**src/design/lst_pkg.sv**
```systemverilog
// Shared types and constants for the lap and sector split timer.
// No dependencies; used by every module of the block.
`default_nettype none

package lst_pkg;

    localparam int unsigned TIME_W   = 32;
    localparam int unsigned LAPS_W   = 16;
    localparam int unsigned SECTOR_W = 2;
    localparam int unsigned APB_AW   = 3;
    localparam int unsigned APB_DW   = 32;

    localparam logic [TIME_W-1:0] JITTER_RESET = 32'd5000;
    localparam logic [LAPS_W-1:0] LAPS_MAX     = 16'hFFFF;

    // Register indexes (byte address / 4)
    localparam logic REG_SESSION_TYPE = 1'b0;
    localparam logic REG_JITTER       = 1'b1;

    // Input mode codes
    localparam logic MODE_POSITION = 1'b0;
    localparam logic MODE_PRESS    = 1'b1;

    // Session type codes
    localparam logic SESSION_LAP   = 1'b0;
    localparam logic SESSION_ROUTE = 1'b1;

    // Sector line codes
    localparam logic [SECTOR_W-1:0] SECTOR_START = 2'd0;
    localparam logic [SECTOR_W-1:0] SECTOR_ONE   = 2'd1;
    localparam logic [SECTOR_W-1:0] SECTOR_TWO   = 2'd2;

    typedef struct packed {
        logic              session_type;
        logic [TIME_W-1:0] jitter_ms;
    } lst_cfg_t;

    typedef struct packed {
        logic                mode;
        logic [TIME_W-1:0]   timestamp_ms;
        logic                crossed;
        logic                fix_valid;
    } lst_item_t;

    typedef struct packed {
        logic                active;
        logic [SECTOR_W-1:0] next_sector;
        logic                awaiting_first_cross;
        logic [TIME_W-1:0]   last_cross_stamp;
        logic [TIME_W-1:0]   lap_start_stamp;
        logic [TIME_W-1:0]   sector_start_stamp;
        logic [TIME_W-1:0]   lap_time;
        logic [TIME_W-1:0]   split_one;
        logic [TIME_W-1:0]   split_two;
        logic [TIME_W-1:0]   split_three;
        logic [LAPS_W-1:0]   laps_done;
    } lst_state_t;

    typedef struct packed {
        logic                lap_done;
        logic [LAPS_W-1:0]   lap_number;
        logic [TIME_W-1:0]   lap_time_ms;
        logic [TIME_W-1:0]   sector_one_ms;
        logic [TIME_W-1:0]   sector_two_ms;
        logic [TIME_W-1:0]   sector_three_ms;
        logic                session_on;
        logic [SECTOR_W-1:0] sector_index;
    } lst_result_t;

    localparam lst_state_t STATE_RESET = '{
        active:               1'b0,
        next_sector:          SECTOR_START,
        awaiting_first_cross: 1'b1,
        last_cross_stamp:     '0,
        lap_start_stamp:      '0,
        sector_start_stamp:   '0,
        lap_time:             '0,
        split_one:            '0,
        split_two:            '0,
        split_three:          '0,
        laps_done:            '0
    };

endpackage

`default_nettype wire

```
**src/design/lap_sector_split_timer_core.sv**
```systemverilog
// Lap and three-sector split timer, top level.
// Flow: an input transfer is registered, then evaluated into the result register, from
// which its result transfers. Throughput: one item per cycle unless a waiting result stalls.
// The state update (subtract and compare) is combinational.
// Reset: async active-low rst_n clears session and lap state and sets config to defaults.
`default_nettype none

module lap_sector_split_timer_core
(
    input  wire logic                         clk,
    input  wire logic                         rst_n,
    // input channel
    input  wire logic                         in_valid,
    output logic                              in_ready,
    input  wire logic                         mode,
    input  wire logic [lst_pkg::TIME_W-1:0]   timestamp_ms,
    input  wire logic                         crossed,
    input  wire logic                         fix_valid,
    // result channel
    output logic                              out_valid,
    input  wire logic                         out_ready,
    output logic                              lap_done,
    output logic      [lst_pkg::LAPS_W-1:0]   lap_number,
    output logic      [lst_pkg::TIME_W-1:0]   lap_time_ms,
    output logic      [lst_pkg::TIME_W-1:0]   sector_one_ms,
    output logic      [lst_pkg::TIME_W-1:0]   sector_two_ms,
    output logic      [lst_pkg::TIME_W-1:0]   sector_three_ms,
    output logic                              session_on,
    output logic      [lst_pkg::SECTOR_W-1:0] sector_index,
    // configuration port
    input  wire logic                         psel,
    input  wire logic                         penable,
    input  wire logic                         pwrite,
    input  wire logic [lst_pkg::APB_AW-1:0]   paddr,
    input  wire logic [lst_pkg::APB_DW-1:0]   pwdata,
    output logic      [lst_pkg::APB_DW-1:0]   prdata,
    output logic                              pready
);

    lst_pkg::lst_cfg_t    cfg;
    lst_pkg::lst_item_t   item_reg;
    logic                 item_valid_reg;
    lst_pkg::lst_state_t  state_reg;
    lst_pkg::lst_state_t  state_next;
    lst_pkg::lst_result_t result_reg;
    lst_pkg::lst_result_t result_next;
    logic                 out_valid_reg;
    logic                 advance;

    lst_cfg_regs u_cfg
    (
        .clk     (clk),
        .rst_n   (rst_n),
        .psel    (psel),
        .penable (penable),
        .pwrite  (pwrite),
        .paddr   (paddr),
        .pwdata  (pwdata),
        .prdata  (prdata),
        .pready  (pready),
        .cfg     (cfg)
    );

    lst_step u_step
    (
        .cfg  (cfg),
        .item (item_reg),
        .cur  (state_reg),
        .nxt  (state_next),
        .res  (result_next)
    );

    // Stage moves when the result register is free or being emptied
    assign advance  = !out_valid_reg || out_ready;
    assign in_ready = !item_valid_reg || advance;

    // Input register
    always_ff @(posedge clk or negedge rst_n)
    begin
        if (!rst_n)
        begin
            item_valid_reg <= 1'b0;
        end
        else if (in_ready)
        begin
            item_valid_reg <= in_valid;
        end
    end

    always_ff @(posedge clk)
    begin
        if (in_valid && in_ready)
        begin
            item_reg.mode         <= mode;
            item_reg.timestamp_ms <= timestamp_ms;
            item_reg.crossed      <= crossed;
            item_reg.fix_valid    <= fix_valid;
        end
    end

    // Session state, updated once per evaluated item
    always_ff @(posedge clk or negedge rst_n)
    begin
        if (!rst_n)
        begin
            state_reg     <= lst_pkg::STATE_RESET;
            out_valid_reg <= 1'b0;
        end
        else if (advance)
        begin
            out_valid_reg <= item_valid_reg;
            if (item_valid_reg)
            begin
                state_reg <= state_next;
            end
        end
    end

    // Result register
    always_ff @(posedge clk)
    begin
        if (advance && item_valid_reg)
        begin
            result_reg <= result_next;
        end
    end

    assign out_valid       = out_valid_reg;
    assign lap_done        = result_reg.lap_done;
    assign lap_number      = result_reg.lap_number;
    assign lap_time_ms     = result_reg.lap_time_ms;
    assign sector_one_ms   = result_reg.sector_one_ms;
    assign sector_two_ms   = result_reg.sector_two_ms;
    assign sector_three_ms = result_reg.sector_three_ms;
    assign session_on      = result_reg.session_on;
    assign sector_index    = result_reg.sector_index;

endmodule

`default_nettype wire

```
**src/design/lst_cfg_regs.sv**
```systemverilog
// APB-style configuration registers: session type and jitter window.
// Depends on lst_pkg.
`default_nettype none

module lst_cfg_regs
(
    input  wire logic                       clk,
    input  wire logic                       rst_n,
    input  wire logic                       psel,
    input  wire logic                       penable,
    input  wire logic                       pwrite,
    input  wire logic [lst_pkg::APB_AW-1:0] paddr,
    input  wire logic [lst_pkg::APB_DW-1:0] pwdata,
    output logic      [lst_pkg::APB_DW-1:0] prdata,
    output logic                            pready,
    output lst_pkg::lst_cfg_t               cfg
);

    logic                       session_type_reg;
    logic [lst_pkg::TIME_W-1:0] jitter_reg;
    logic                       wr_en;
    logic                       reg_sel;

    assign pready  = 1'b1;
    assign reg_sel = paddr[2];
    assign wr_en   = psel && penable && pwrite;

    // Register writes on the access cycle
    always_ff @(posedge clk or negedge rst_n)
    begin
        if (!rst_n)
        begin
            session_type_reg <= 1'b0;
            jitter_reg       <= lst_pkg::JITTER_RESET;
        end
        else if (wr_en)
        begin
            case (reg_sel)
                lst_pkg::REG_SESSION_TYPE: session_type_reg <= pwdata[0];
                lst_pkg::REG_JITTER:       jitter_reg       <= pwdata;
                default:                   jitter_reg       <= jitter_reg;
            endcase
        end
    end

    // Read mux
    always_comb
    begin
        case (reg_sel)
            lst_pkg::REG_SESSION_TYPE: prdata = {31'd0, session_type_reg};
            lst_pkg::REG_JITTER:       prdata = jitter_reg;
            default:                   prdata = '0;
        endcase
    end

    assign cfg.session_type = session_type_reg;
    assign cfg.jitter_ms    = jitter_reg;

endmodule

`default_nettype wire

```
**src/design/lst_step.sv**
```systemverilog
// Next-state and result logic for one input item of the split timer.
// Depends on lst_pkg; purely combinational.
`default_nettype none

module lst_step
(
    input  wire lst_pkg::lst_cfg_t   cfg,
    input  wire lst_pkg::lst_item_t  item,
    input  wire lst_pkg::lst_state_t cur,
    output lst_pkg::lst_state_t      nxt,
    output lst_pkg::lst_result_t     res
);

    logic [lst_pkg::TIME_W-1:0] since_cross;
    logic [lst_pkg::TIME_W-1:0] since_lap;
    logic [lst_pkg::TIME_W-1:0] since_sector;
    logic                       cross_ok;
    logic                       lap_done;

    assign since_cross  = item.timestamp_ms - cur.last_cross_stamp;
    assign since_lap    = item.timestamp_ms - cur.lap_start_stamp;
    assign since_sector = item.timestamp_ms - cur.sector_start_stamp;

    // Crossing counts only in an active lap session and outside the jitter window
    assign cross_ok = (item.mode == lst_pkg::MODE_POSITION) && cur.active
                      && (cfg.session_type == lst_pkg::SESSION_LAP)
                      && item.crossed && (since_cross > cfg.jitter_ms);

    always_comb
    begin
        nxt      = cur;
        lap_done = 1'b0;
        if (item.mode == lst_pkg::MODE_PRESS)
        begin
            // start (fix needed) or stop
            if (!cur.active && item.fix_valid)
            begin
                if (cfg.session_type == lst_pkg::SESSION_LAP)
                begin
                    nxt = lst_pkg::STATE_RESET;
                end
                nxt.active = 1'b1;
            end
            else if (cur.active)
            begin
                nxt.active = 1'b0;
            end
        end
        else if (cross_ok)
        begin
            nxt.last_cross_stamp = item.timestamp_ms;
            nxt.sector_start_stamp = item.timestamp_ms;
            case (cur.next_sector)
                lst_pkg::SECTOR_START:
                begin
                    if (cur.awaiting_first_cross)
                    begin
                        nxt.awaiting_first_cross = 1'b0;
                    end
                    else
                    begin
                        nxt.lap_time    = since_lap;
                        nxt.split_three = since_sector;
                        if (cur.laps_done != lst_pkg::LAPS_MAX)
                        begin
                            nxt.laps_done = cur.laps_done + 1'b1;
                        end
                        lap_done = 1'b1;
                    end
                    nxt.lap_start_stamp = item.timestamp_ms;
                    nxt.next_sector     = lst_pkg::SECTOR_ONE;
                end
                lst_pkg::SECTOR_ONE:
                begin
                    nxt.split_one   = since_sector;
                    nxt.next_sector = lst_pkg::SECTOR_TWO;
                end
                default:
                begin
                    nxt.split_two   = since_sector;
                    nxt.next_sector = lst_pkg::SECTOR_START;
                end
            endcase
        end
    end

    // Result reflects the updated state
    always_comb
    begin
        res.lap_done        = lap_done;
        res.lap_number      = nxt.laps_done;
        res.lap_time_ms     = nxt.lap_time;
        res.sector_one_ms   = nxt.split_one;
        res.sector_two_ms   = nxt.split_two;
        res.sector_three_ms = nxt.split_three;
        res.session_on      = nxt.active;
        res.sector_index    = nxt.next_sector;
    end

endmodule

`default_nettype wire

```
**config.mk**
```make
export PLATFORM = sky130hd
export DESIGN_NAME = lap_sector_split_timer_core
export DESIGN_NICKNAME = d
export VERILOG_FILES = /design/src/design/lst_pkg.sv /design/src/design/lap_sector_split_timer_core.sv /design/src/design/lst_cfg_regs.sv /design/src/design/lst_step.sv
export SDC_FILE = /design/constraint.sdc
export NUM_CORES = 1
export LEC_CHECK = 0
export ABC_AREA = 1
export ABC_CLOCK_PERIOD_IN_PS = 6800
export BUFFER_PORTS_ARGS = -buffer_cell sky130_fd_sc_hd__clkbuf_2
export CAP_MARGIN = 10
export CORE_ASPECT_RATIO = 0.8
export CORE_MARGIN = 1
export CORE_UTILIZATION = 44
export DETAILED_ROUTE_END_ITERATION = 7
export SLEW_MARGIN = 20
export SYNTH_ARGS = -nofsm -noshare
export SYNTH_HDL_FRONTEND = slang
export SYNTH_SLANG_ARGS = --single-unit
```
**constraint.sdc**
```tcl
create_clock -name clk -period 6.8 [get_ports clk]
set_input_delay 2.04 -clock clk [delete_from_list [all_inputs] [get_ports clk]]
set_output_delay 2.04 -clock clk [all_outputs]
set_load 0.05 [all_outputs]
```
* Word-level counts from Yosys, hierarchy flattened
Cells that the tools add are included.
** Word-level totals
- Flip-flop bits (word level) :: 462
- Output and inout port bits :: 183
- Input bits :: 77
** Cells by class
- Multiplexer cells :: 18
- Bitwise logic cells :: 5
- Reduce and logical (&&, ||, !) cells :: 24
- Add/subtract/negate cells :: 4
- $lt $le $gt $ge :: 1
- Eq/ne operators :: 4
** Operators by type and width (number)
- 243-bit two-way mux :: 4
- 32-bit two-way mux :: 5
- 48-bit two-way mux :: 2
- 32-bit subtractor :: 3
- 32-bit one-hot mux with 2 select lines :: 1
- 32-bit greater-than comparator :: 1
- 16-bit by 1-bit adder with 16-bit output, second input constant :: 1
- 16-bit two-way mux :: 1
- 16-bit != test, second input constant :: 1
- 1-bit logical AND :: 9
- 2-bit AND reduction :: 3
- 6-bit AND reduction :: 1
- 1-bit NOT :: 5
- 5-bit AND reduction :: 1
- 1-bit two-way mux :: 4
- 2-bit one-hot mux with 2 select lines :: 1
- 2-bit nonzero test :: 2
- 1-bit zero test :: 3
- 3-bit OR reduction :: 1
- 2-bit by 1-bit == test with 1-bit output, second input constant :: 1
- 2-bit zero test :: 1
- 1-bit logical OR :: 2
- 2-bit by 1-bit != test with 1-bit output, second input constant :: 1
- 2-bit != test, second input constant :: 1
- 2-bit OR reduction :: 1

* Longest topological paths before layout
Gate-level depths: netlist (run 1).
- Depth in word-level cells :: 7
- Depth in mapped cells :: 32
- Mapped depth without buffers :: 31

* Cells and area by module
Synthesis (run 1) repeated with hierarchy kept, for this count alone.
** Second synthesis, totals
- Cell total of the unflattened synthesis :: 4781
- Area total of the unflattened synthesis :: 32482.4 sq um
** Modules (own cells, without submodules)
- lst_step :: area an instance 15670.0 sq um, instances 1, cells each 3311
- lap_sector_split_timer_core :: area an instance 15187.1 sq um, instances 1, cells each 1251
- lst_cfg_regs :: area an instance 1625.3 sq um, instances 1, cells each 219

* Worst setup path before layout (run 1)
No wires, ideal clock.
- Path kind :: input port to output port
- Start point :: input port paddr[2] (netlist bit)
- End point :: output port prdata[0] (netlist bit)
- Setup slack :: 1.453 ns
- Path buffers :: 1
- Data arrival time :: 3.307 ns
- Stages :: 2
- Data required time :: 4.760 ns
- Path through :: clkbuf_1 -> o21ai_0
** On the way
- Word-level cells in the longest chain between the ends :: 2
** Ends and longest elaborated chain
- start, declared :: line lap_sector_split_timer_core.sv:34 : input wire logic [lst_pkg::APB_AW-1:0] paddr,
- 1-bit NOT :: line lst_cfg_regs.sv:49 : case (reg_sel)
- 32-bit one-hot mux with 2 select lines (*) :: line lst_cfg_regs.sv:49
- end, declared :: line lap_sector_split_timer_core.sv:36 : output logic [lst_pkg::APB_DW-1:0] prdata,
Every way passes the cells marked *; elsewhere a longest branch is shown, timed or not.

==> flow_summary_export.csv, run 1 <==
group,metric,value,unit
status,status,"finished, final reports clean",
sta,fin_crit,5.29,ns
detailed_routing,num_vias,21000,
power,switchingPower,4.67,mW
sta,skew,0.0190,ns
power,internal_power,5.78,mW
worst_setup_path,end_kind,"register",
clock_tree,cts-root-buf,"clkbuf_16",
floorplanning,ios,260,
yosys,syn_inst,3053,
clock_tree,numCtsBuffers,45,
floorplanning,die_y,211,um
clock_tree,insertion_delay,0.59,ns
global_route,overflow,0,
clock_tree,clock_sinks,430,
sta,rsz0062_at_grt,"false",
detailed_routing,wl_per_cell,19.2,um
layout,final_common_cell,"nand2_1",
yosys,synth.distinct_cells,53,
placed_design,placedCellCount,3921,
clock_tree,cts_tree,"done",
worst_setup_path,critPathKind,"reg2reg",
layout,stdcell_area,0.0273,mm^2
worst_setup_path,crit_chain,"ha_1 -> nand2_1 -> nor2_2 -> inv_1 -> nor3_1 -> nand3_1 -> nand3_1 -> xor2_1 -> ha_1 -> nand2_1 -> o21a_1 -> nand2_1 -> a21oi_2 -> nand2_8 -> nand3_4 -> nand2_2 -> nand2_1 -> inv_1 -> o21ai_0",
clock_tree,postCtsSetupRepairBufs,0,
yosys,yosysWarnings,0,
layout,diodes,0,
floorplanning,die_w,263,um
detailed_routing,top_layer,"met4",
clock_tree,path_clk_slew,0.06,ns
power,power_frac_seq,33.5,%
detailed_routing,routed_via_density,5.24,
flow_run,drv_cap,0,
yosys,synth_area_leaders,"dfrtp_1, edfxtp_1, nand2_1, inv_1, ha_1",
power,p_leak,13.6,nW
worst_setup_path,arrival,5.69,ns
power,swShare,44.7,%
detailed_routing,first_pass_iters,6,
worst_setup_path,worstPathMaxFanout,23,
detailed_routing,met2_length,35200,um
detailed_routing,antenna_left,0,
worst_setup_path,crit_required,7.20,ns
sta,setup_viol,0,
power,comb_power_share,42.8,%
layout,largest_reg_flops,212,
sta,hold_viol,0,
placed_design,placed_area,0.0258,mm^2
floorplanning,start_util,44.6,%
yosys,synth_edf_count,183,
power,power_density,383,mW/mm^2
yosys,ys_seq_elements,430,
sta,worstMarginPinSlew,1.17,ns
global_route,grt_antenna_before_repair,0,
layout,area_growth,13.8,%
global_route,track_usage,27.6,%
detailed_routing,routed_wl,76800,um
yosys,synth_top_area_share,25.1,%
global_route,grt_max_degree,199,
layout,nets,3440,
yosys,synth_area_per_cell,7.86,um^2
layout,drive_gt1_share,12.1,%
clock_tree,ctsHoldBuffers,0,
floorplanning,core,0.0538,mm^2
detailed_routing,drt-met1-wl,34400,um
yosys,synthFlopType,"dfrtp_1",
detailed_routing,wl_met3,4370,um
detailed_routing,drc,0,
sta,hold_ws,0.481,ns
sta,max-slew-margin-rel,22.1,%
power,power_frac_clock,23.7,%
floorplanning,design.die.area,0.0555,mm^2
sta,finalSetupTns,0,ns
worst_setup_path,r2r_slack,1.51,ns
global_route,grt_pass1_wl,117000,um
layout,stdcell_count,4004,
clock_tree,h-tree-depth,2,
clock_tree,cts.path.max_buffers,3,
detailed_routing,drtIter0Drc,1792,
worst_setup_path,worst_setup_path_start_kind,"register",
yosys,netlist_area,0.0240,mm^2
floorplanning,rows,76,
yosys,ys_seq_area_share,48.7,%
clock_tree,cts_resized,0,
worst_hold_path,hp-class,"reg2reg",
yosys,syn_nets,3227,
sta,fmax,0.189,GHz
global_route,grt_pass1_vias,20000,
yosys,yosys.area.top_type,"dfrtp_1",
yosys,ys_async_sr_fraction,57.4,%
sta,post-route-period-util,77.8,%
worst_setup_path,max_stage_delay,0.81,ns
power,peakVddDrop,0.268,mV
placed_design,gp_congestion,0.960,
worst_setup_path,cpMostUsedCell,"nand2_1",
worst_setup_path,slowest_stage,"xor2_1",
placed_design,io_buffers,256,
placed_design,post-dp-hpwl,56800,um
layout,finalCoreUtilization,50.7,%
layout,final_cell_mix,"nand2_1, inv_1, clkbuf_2",
sta,drv_slew,0,
==> metrics by stage <==
stage	total power, mW	setup slack (ns)
floorplan	6.40	1.45
global placement	7.90	1.54
detailed placement	7.99	1.52
CTS	10.5	1.50
global route	11.1	1.21
finish	10.4	1.51
==> final timing paths <==
kind                                                 start                               to  cells after the start
worst min register to register  state_reg[138]$_DFFE_PN0P_       state_reg[138]$_DFFE_PN0P_                      2
worst max-delay path                item_reg[14]$_DFFE_PP_      sector_two_ms[31]$_DFFE_PP_                     19
max in group asynchronous                            rst_n       state_reg[132]$_DFFE_PN0P_                      2
worst max register to register      item_reg[14]$_DFFE_PP_      sector_two_ms[31]$_DFFE_PP_                     19
worst min-delay path            state_reg[138]$_DFFE_PN0P_       state_reg[138]$_DFFE_PN0P_                      2
min in group asynchronous                            rst_n  u_cfg.jitter_reg[6]$_DFFE_PN0P_                      1
==> final cells by class <==
class                   count  area, um^2
clock inverters            27         258
clock buffers              56        1200
well taps                 702         878
flip-flops and latches    430       11700
repair buffers            279        1500
inverters                 386        1450
multi-input cells        2124       10300
fillers                  5220       26500
==> routing by layer <==
layer | up-vias | GRT usage, %
li1 | 10300 | -
met1 | 9936 | 38.1
met2 | 673 | 44.9
met3 | 108 | 3.28
met4 | 0 | 10.2
met5 | - | 0
==> critical path, delay by kind of cell (launching register included) <==
kind,cells,cell delay (ns)
AND/OR/NAND/NOR,11,1.89
adder cells (fa/ha/maj),2,0.85
XOR/XNOR,1,0.81
AO/OA/AOI/OAI,3,0.77
flip-flops,1,0.49
buffers and inverters,2,0.29
==> power groups by stage <==
stage                     clock [mW]  combinational, mW  sequential (mW)
after global placement             0               4.38             3.53
final                           2.48               4.46             3.50
after global routing            2.63               4.89             3.54
after detailed placement           0               4.44             3.54
after CTS                       2.54               4.46             3.50
after floorplan                    0               2.49             3.92
==> cells in the mapped netlist (9+ instances only) <==
| cell | number |
|---|---|
| nand2_1 | 1072 |
| inv_1 | 377 |
| dfrtp_1 | 241 |
| nand3_1 | 192 |
| nor2_1 | 190 |
| edfxtp_1 | 183 |
| o21ai_0 | 179 |
| a21oi_1 | 144 |
| ha_1 | 95 |
| clkbuf_1 | 56 |
| o21ai_1 | 56 |
| buf_2 | 34 |
| xor2_1 | 34 |
| o22ai_1 | 23 |
| and2_1 | 17 |
| nand4_1 | 16 |
| nand2_2 | 13 |
| nand3b_1 | 9 |
| xnor2_1 | 9 |
==> kinds of logic (layout without fill, tap and decap cells) <==
logic type	Yosys count	in the layout	synth area share, %
AO/OA/AOI/OAI	437	437	9.71
XOR/XNOR	43	43	1.57
adder cells (fa/ha/maj)	97	97	5.12
buffers and inverters	499	748	8.37
flip-flops	430	430	48.7
multiplexers	1	1	0.0417
other	1	1	0.0156
AND/OR/NAND/NOR	1545	1545	26.5
No activity file was read; power rests on OpenSTA's default activity.
==> run 2, diff against run 1 <==
--- a/config.mk
+++ b/config.mk
@@ -6,7 +6,7 @@
 export NUM_CORES = 1
 export LEC_CHECK = 0
 export ABC_AREA = 1
-export ABC_CLOCK_PERIOD_IN_PS = 6800
+export ABC_CLOCK_PERIOD_IN_PS = 5000
 export BUFFER_PORTS_ARGS = -buffer_cell sky130_fd_sc_hd__clkbuf_2
 export CAP_MARGIN = 10
 export CORE_ASPECT_RATIO = 0.8
==> constraint.sdc (replaced) <==
create_clock -name clk -period 5 [get_ports clk]
set_input_delay 1.5 -clock clk [delete_from_list [all_inputs] [get_ports clk]]
set_output_delay 1.5 -clock clk [all_outputs]
set_load 0.05 [all_outputs]
==> run 2 against run 1 <==
Net effect:
- combinational power up 40%
- via count up 0.37%
- worst hold slack worse by 0.0012 ns
- largest power group unchanged
==> flow_summary_export.csv, run 2 (synthesized netlist as in run 1, its figures left out) <==
group,metric,value,unit
layout,area_growth,15.4,%
global_route,grt_pass1_wl,117000,um
sta,max-slew-margin-rel,29.8,%
floorplanning,die_y,211,um
clock_tree,clock_sinks,430,
floorplanning,start_util,44.6,%
worst_hold_path,hp-class,"reg2reg",
layout,seq_area,0.0117,mm^2
detailed_routing,routed_wl,76100,um
sta,post-route-period-util,93.3,%
worst_setup_path,crit_end,"sector_three_ms[12]$_DFFE_PP_",
placed_design,post-dp-hpwl,57500,um
global_route,track_usage,27.5,%
global_route,use_met3,3.43,%
sta,finalSetupTns,0,ns
worst_setup_path,critPathKind,"reg2reg",
clock_tree,cts_tree,"done",
worst_setup_path,rr_startpoint,"item_reg[2]$_DFFE_PP_",
worst_setup_path,slowest_stage,"fa_1",
worst_setup_path,worstPathMaxFanout,14,
placed_design,placedCellCount,3963,
global_route,grt_util_met1,38.2,%
placed_design,io_buffers,256,
global_route,gr-usage-met2,44.0,%
clock_tree,path_clk_slew,0.06,ns
placed_design,gp_congestion,0.948,
layout,nets,3482,
floorplanning,ios,260,
sta,drv_slew,0,
sta,fmax,0.214,GHz
power,power_density,521,mW/mm^2
detailed_routing,drtIter0Drc,1828,
sta,rsz0062_at_grt,"false",
worst_setup_path,end_kind,"register",
layout,finalCoreUtilization,51.4,%
layout,multiInputGateArea,0.0103,mm^2
sta,hold_viol,0,
power,peakVddDrop,0.389,mV
layout,final_common_cell,"nand2_1",
clock_tree,cts-root-buf,"clkbuf_16",
layout,diodes,0,
detailed_routing,first_pass_iters,5,
clock_tree,h-tree-depth,2,
worst_setup_path,crit_required,5.29,ns
layout,drive_gt1_share,13.4,%
worst_setup_path,cpMostUsedCell,"nand2_1",
clock_tree,cts.path.max_buffers,3,
detailed_routing,antenna_left,0,
layout,fillers,5170,
global_route,grt.busiest_layer,"met2",
sta,worstMarginPinSlew,1.05,ns
power,fin_total_pwr,14.4,mW
layout,stdcell_count,4047,
global_route,grt_antenna_before_repair,0,
detailed_routing,wl_per_cell,18.8,um
floorplanning,rows,76,
floorplanning,core,0.0538,mm^2
worst_setup_path,regToRegEndpoint,"sector_three_ms[12]$_DFFE_PP_",
sta,setup_viol,0,
sta,skew,0.0237,ns
global_route,grt_max_degree,184,
layout,final_cell_mix,"nand2_1, inv_1, clkbuf_2",
sta,fin_crit,4.66,ns
floorplanning,die_w,263,um
clock_tree,postCtsSetupRepairBufs,0,
layout,largest_reg_flops,212,
detailed_routing,num_vias,21000,
clock_tree,insertion_delay,0.59,ns
global_route,grt_pass1_vias,20200,
clock_tree,numCtsBuffers,45,
worst_setup_path,arrival,4.96,ns
flow_run,drv_cap,0,
worst_setup_path,worst_setup_path_start_kind,"register",
worst_setup_path,r2r_cells,29,
status,status,"finished, final reports clean",
global_route,overflow,0,
worst_setup_path,max_stage_delay,0.41,ns
detailed_routing,routed_via_density,5.20,
floorplanning,design.die.area,0.0555,mm^2
power,p_leak,13.8,nW
clock_tree,ctsHoldBuffers,0,
detailed_routing,drc,0,
worst_setup_path,startpoint,"item_reg[2]$_DFFE_PP_",
worst_setup_path,r2r_slack,0.34,ns
-- run 2: cell types whose count changed in the layout (fill, tap and decap cells not counted), sizes merged --
cell and change:
buf +42, inv -3, clkinv +4, clkinvlp -1, clkbuf +1
-- run 2: per-stage QoR --
| step | area, um^2 | hold slack [ns] | worst slack, ns |
|---|---|---|---|
| 6_report | 27700 | 0.480 | 0.335 |
| 5_1_grt | 27700 | 0.492 | 0.0440 |
| 4_1_cts | 27700 | 0.482 | 0.297 |
| 3_5_place_dp | 26200 | 0.465 | 0.332 |
| 3_3_place_gp | 26200 | 0.461 | 0.386 |
| 2_1_floorplan | 24000 | 0.449 | 0.637 |
-- run 2: area by class of cell --
| cell class | count | share of cell area, % |
|---|---|---|
| clock inverter | 27 | 0.963 |
| clock buffer | 57 | 4.38 |
| inverter | 386 | 5.26 |
| multi-input combinational | 2124 | 37.3 |
| timing repair buffer | 321 | 6.75 |
| tap | 702 | 3.17 |
| sequential | 430 | 42.2 |
-- run 2: worst min path at each step --
stage | from | end | slack (ns) | cells past startpoint
floorplan | state_reg[67]$_DFFE_PN0P_ | state_reg[67]$_DFFE_PN0P_ | 0.45 | 2
finish | state_reg[67]$_DFFE_PN0P_ | state_reg[67]$_DFFE_PN0P_ | 0.48 | 2
global route | state_reg[70]$_DFFE_PN0P_ | state_reg[70]$_DFFE_PN0P_ | 0.49 | 2
global placement | state_reg[71]$_DFFE_PN0P_ | state_reg[71]$_DFFE_PN0P_ | 0.46 | 2
CTS | state_reg[73]$_DFFE_PN0P_ | state_reg[73]$_DFFE_PN0P_ | 0.48 | 2
detailed placement | state_reg[73]$_DFFE_PN0P_ | state_reg[73]$_DFFE_PN0P_ | 0.46 | 2
-- run 2: power breakdown --
| part | internal (mW) | total [mW] | switching, mW |
|---|---|---|---|
| Combinational | 1.80 | 6.26 | 4.46 |
| Sequential | 4.40 | 4.75 | 0.345 |
| Clock | 1.90 | 3.40 | 1.50 |
| Total | 8.10 | 14.4 | 6.30 |
-- run 2: per-layer routing --
layer | part of all wire [%] | wire, um
met1 | 46 | 34900
met2 | 45 | 34600
met3 | 4.8 | 3670
met4 | 3.9 | 2950
met5 | 0 | 0
-- run 2: what timing repair did --
action | in CTS | in global routing
endpoints found under the setup margin | 0 | 1
resized for setup | 0 | 1
endpoints found under the hold margin | 0 | 0
-- run 2: worst max-delay path, delay by kind of cell (launching register included) --
kind	cells	cell delay, ns
AOI/OAI and AO/OA	1	0.26
adders and majority gates	3	0.87
buffers and inverters	6	1.15
DFF	1	0.36
and+or+nand+nor	19	1.70
==> run 3, diff against run 2 <==
--- a/config.mk
+++ b/config.mk
@@ -9,10 +9,13 @@
 export ABC_CLOCK_PERIOD_IN_PS = 5000
 export BUFFER_PORTS_ARGS = -buffer_cell sky130_fd_sc_hd__clkbuf_2
 export CAP_MARGIN = 10
+export CELL_PAD_IN_SITES_DETAIL_PLACEMENT = 1
+export CELL_PAD_IN_SITES_GLOBAL_PLACEMENT = 2
 export CORE_ASPECT_RATIO = 0.8
 export CORE_MARGIN = 1
-export CORE_UTILIZATION = 44
+export CORE_UTILIZATION = 35
 export DETAILED_ROUTE_END_ITERATION = 7
+export PLACE_DENSITY_LB_ADDON = 0.1
 export SLEW_MARGIN = 20
 export SYNTH_ARGS = -nofsm -noshare
 export SYNTH_HDL_FRONTEND = slang
==> run 3 against run 2 <==
Net effect:
- critical path depth down 7
- clock skew up 0.016 ns
- total power up 5.3%
- cell area up 2.7%
- highest routed layer unchanged
- sequential power up 0.8%
- cell count up 5.9%
- count of clock-buffer cells in the layout up 11
- global-route usage down 2.3 points
- routed wire length up 14%
- non-clock buffer count up 20
- core utilization down 9.3 points
- fmax down 1.1%
==> flow_summary_export.csv, run 3 (synthesized netlist as in run 1, its figures left out) <==
group,metric,value,unit
power,power_frac_clock,24.5,%
worst_setup_path,worstPathMaxFanout,63,
detailed_routing,antenna_left,0,
worst_setup_path,cpMostUsedCell,"nand2_1",
global_route,overflow,0,
sta,hold_viol,0,
worst_setup_path,path_depth,22,
sta,post-route-period-util,94.3,%
power,internal_power,8.46,mW
worst_setup_path,end_kind,"register",
flow_run,drv_cap,0,
layout,nets,3507,
power,power_density,533,mW/mm^2
detailed_routing,routed_via_density,5.00,
detailed_routing,wl_per_cell,20.3,um
detailed_routing,first_pass_iters,5,
clock_tree,numCtsBuffers,50,
layout,largest_reg_flops,212,
clock_tree,cts_tree,"done",
clock_tree,insertion_delay,0.61,ns
worst_setup_path,crit_required,5.46,ns
worst_hold_path,hp-class,"reg2reg",
layout,area_growth,18.6,%
floorplanning,rows,85,
global_route,grt_max_degree,139,
global_route,track_usage,25.2,%
sta,worstMarginPinSlew,1.06,ns
clock_tree,h-tree-depth,2,
power,switchingPower,6.71,mW
power,peakVddDrop,0.260,mV
layout,drive_gt1_share,14.1,%
worst_hold_path,min_path_cells,2,
worst_setup_path,arrival,5.17,ns
clock_tree,clock_sinks,430,
worst_setup_path,crit_family,"simple AND/OR/NAND/NOR gates",
layout,final_common_cell,"nand2_1",
floorplanning,die_w,295,um
sta,drv_slew,0,
sta,fin_ws,0.284,ns
sta,rsz0062_at_grt,"false",
floorplanning,start_util,35.5,%
layout,diodes,0,
power,swShare,44.2,%
floorplanning,core,0.0675,mm^2
clock_tree,ctsHoldBuffers,0,
detailed_routing,routed_wl,86900,um
detailed_routing,drc,0,
power,p_leak,14.0,nW
status,status,"finished, final reports clean",
sta,setup_viol,0,
worst_setup_path,r2r_cells,22,
clock_tree,cts.path.max_buffers,3,
sta,fmax,0.212,GHz
sta,finalSetupTns,0,ns
worst_setup_path,cp_num_buf_inv,2,
floorplanning,die_y,236,um
power,comb_power_share,43.9,%
power,power_frac_seq,31.6,%
sta,hold_ws,0.483,ns
global_route,grt_pass1_wl,133000,um
worst_setup_path,slowest_stage,"edfxtp_1",
floorplanning,design.die.area,0.0696,mm^2
detailed_routing,num_vias,21400,
placed_design,dp_slack,0.0889,ns
worst_setup_path,crit_chain,"ha_1 -> a21oi_1 -> o21ai_0 -> a21oi_1 -> nor2_1 -> nor2_1 -> nand2_1 -> nand2_1 -> nand2_1 -> ha_1 -> nand2_1 -> nor3_4 -> nand3_2 -> clkinv_1 -> nand2_4 -> a21oi_4 -> nand2_1 -> nand2_2 -> nand2_4 -> buf_12 -> nand2_1 -> o21ai_1",
sta,skew,0.0393,ns
sta,max-slew-margin-rel,28.4,%
layout,final_cell_mix,"nand2_1, inv_1, clkbuf_2",
placed_design,io_buffers,256,
placed_design,post-dp-hpwl,65800,um
sta,fin_crit,4.72,ns
detailed_routing,drtIter0Drc,1250,
layout,fillers,8163,
placed_design,gp_congestion,0.913,
global_route,grt_pass1_vias,22200,
worst_setup_path,max_stage_delay,0.50,ns
clock_tree,path_clk_slew,0.06,ns
worst_setup_path,worst_setup_path_start_kind,"register",
clock_tree,cts-root-buf,"clkbuf_16",
worst_setup_path,critPathKind,"reg2reg",
global_route,grt_antenna_before_repair,3,
floorplanning,ios,260,
## run 3: changes by cell type in the layout (fill, tap and decap cells not counted), sizes merged
cell | before | now
clkbuf | 312 | 323
clkinv | 20 | 17
clkinvlp | 5 | 4
buf | 66 | 86
bufinv | 3 | 4
## run 3: layer usage
layer / share of wire [%] / track usage (%) / vias up
met1: 47 / 35.6 / 10500
met2: 45 / 39.9 / 421
met3: 3.9 / 2.74 / 116
li1: - / - / 10400
met5: 0 / 0 / -
met4: 3.5 / 8.70 / 0
## run 3: stage by stage
step / instance area, um^2 / total power, mW / instances / util (%)
finish: 28400 / 15.2 / 4286 / 42.1
floorplan: 24000 / 8.71 / 3053 / -
global placement: 26700 / 11.3 / 4191 / 39.5
detailed placement: 26700 / 11.5 / 4191 / 39.5
CTS: 28400 / 15.3 / 4283 / 42.0
global route: 28400 / 16.1 / 4286 / 42.1
## run 3: cell type report
cell class                      count  area, um^2  share of cell area, %
Clock buffer                       68        1390                   4.89
Clock inverter                     24         260                  0.915
Inverter                          386        1460                   5.14
Multi-Input combinational cell   2124       10400                   36.4
Sequential cell                   430       11700                   41.1
Tap cell                          913        1140                   4.02
Timing Repair Buffer              341        2140                   7.52
## run 3: repair_timing
action                                 in CTS  in global routing
setup endpoints to repair                   0                260
setup buffers                               0                  3
gates resized for setup                     0                 18
endpoints found under the hold margin       0                  0
## run 3: power by group through the flow
stage	Clock, mW	Combinational (mW)	Sequential (mW)
finish	3.72	6.66	4.79
global route	3.95	7.32	4.86
CTS	3.81	6.67	4.80
detailed placement	0	6.64	4.86
global placement	0	6.48	4.83
floorplan	0	3.38	5.33
## run 3: final timing paths
path / startpoint / endpoint / slack [ns]
min reg2reg: state_reg[59]$_DFFE_PN0P_ / state_reg[59]$_DFFE_PN0P_ / 0.48
max reg2reg: item_reg[22]$_DFFE_PP_ / state_reg[201]$_DFFE_PN0P_ / 0.28
max in group asynchronous: rst_n / state_reg[240]$_DFFE_PN1P_ / 3.19
max: item_reg[22]$_DFFE_PP_ / state_reg[201]$_DFFE_PN0P_ / 0.28
min in group asynchronous: rst_n / u_cfg.jitter_reg[13]$_DFFE_PN0P_ / 0.94
min: state_reg[59]$_DFFE_PN0P_ / state_reg[59]$_DFFE_PN0P_ / 0.48
## run 3: worst min-delay path: stages (launching register included)
cell	delay, ns
dfrtp_1	0.34
nand2_1	0.06
nand2_1	0.05
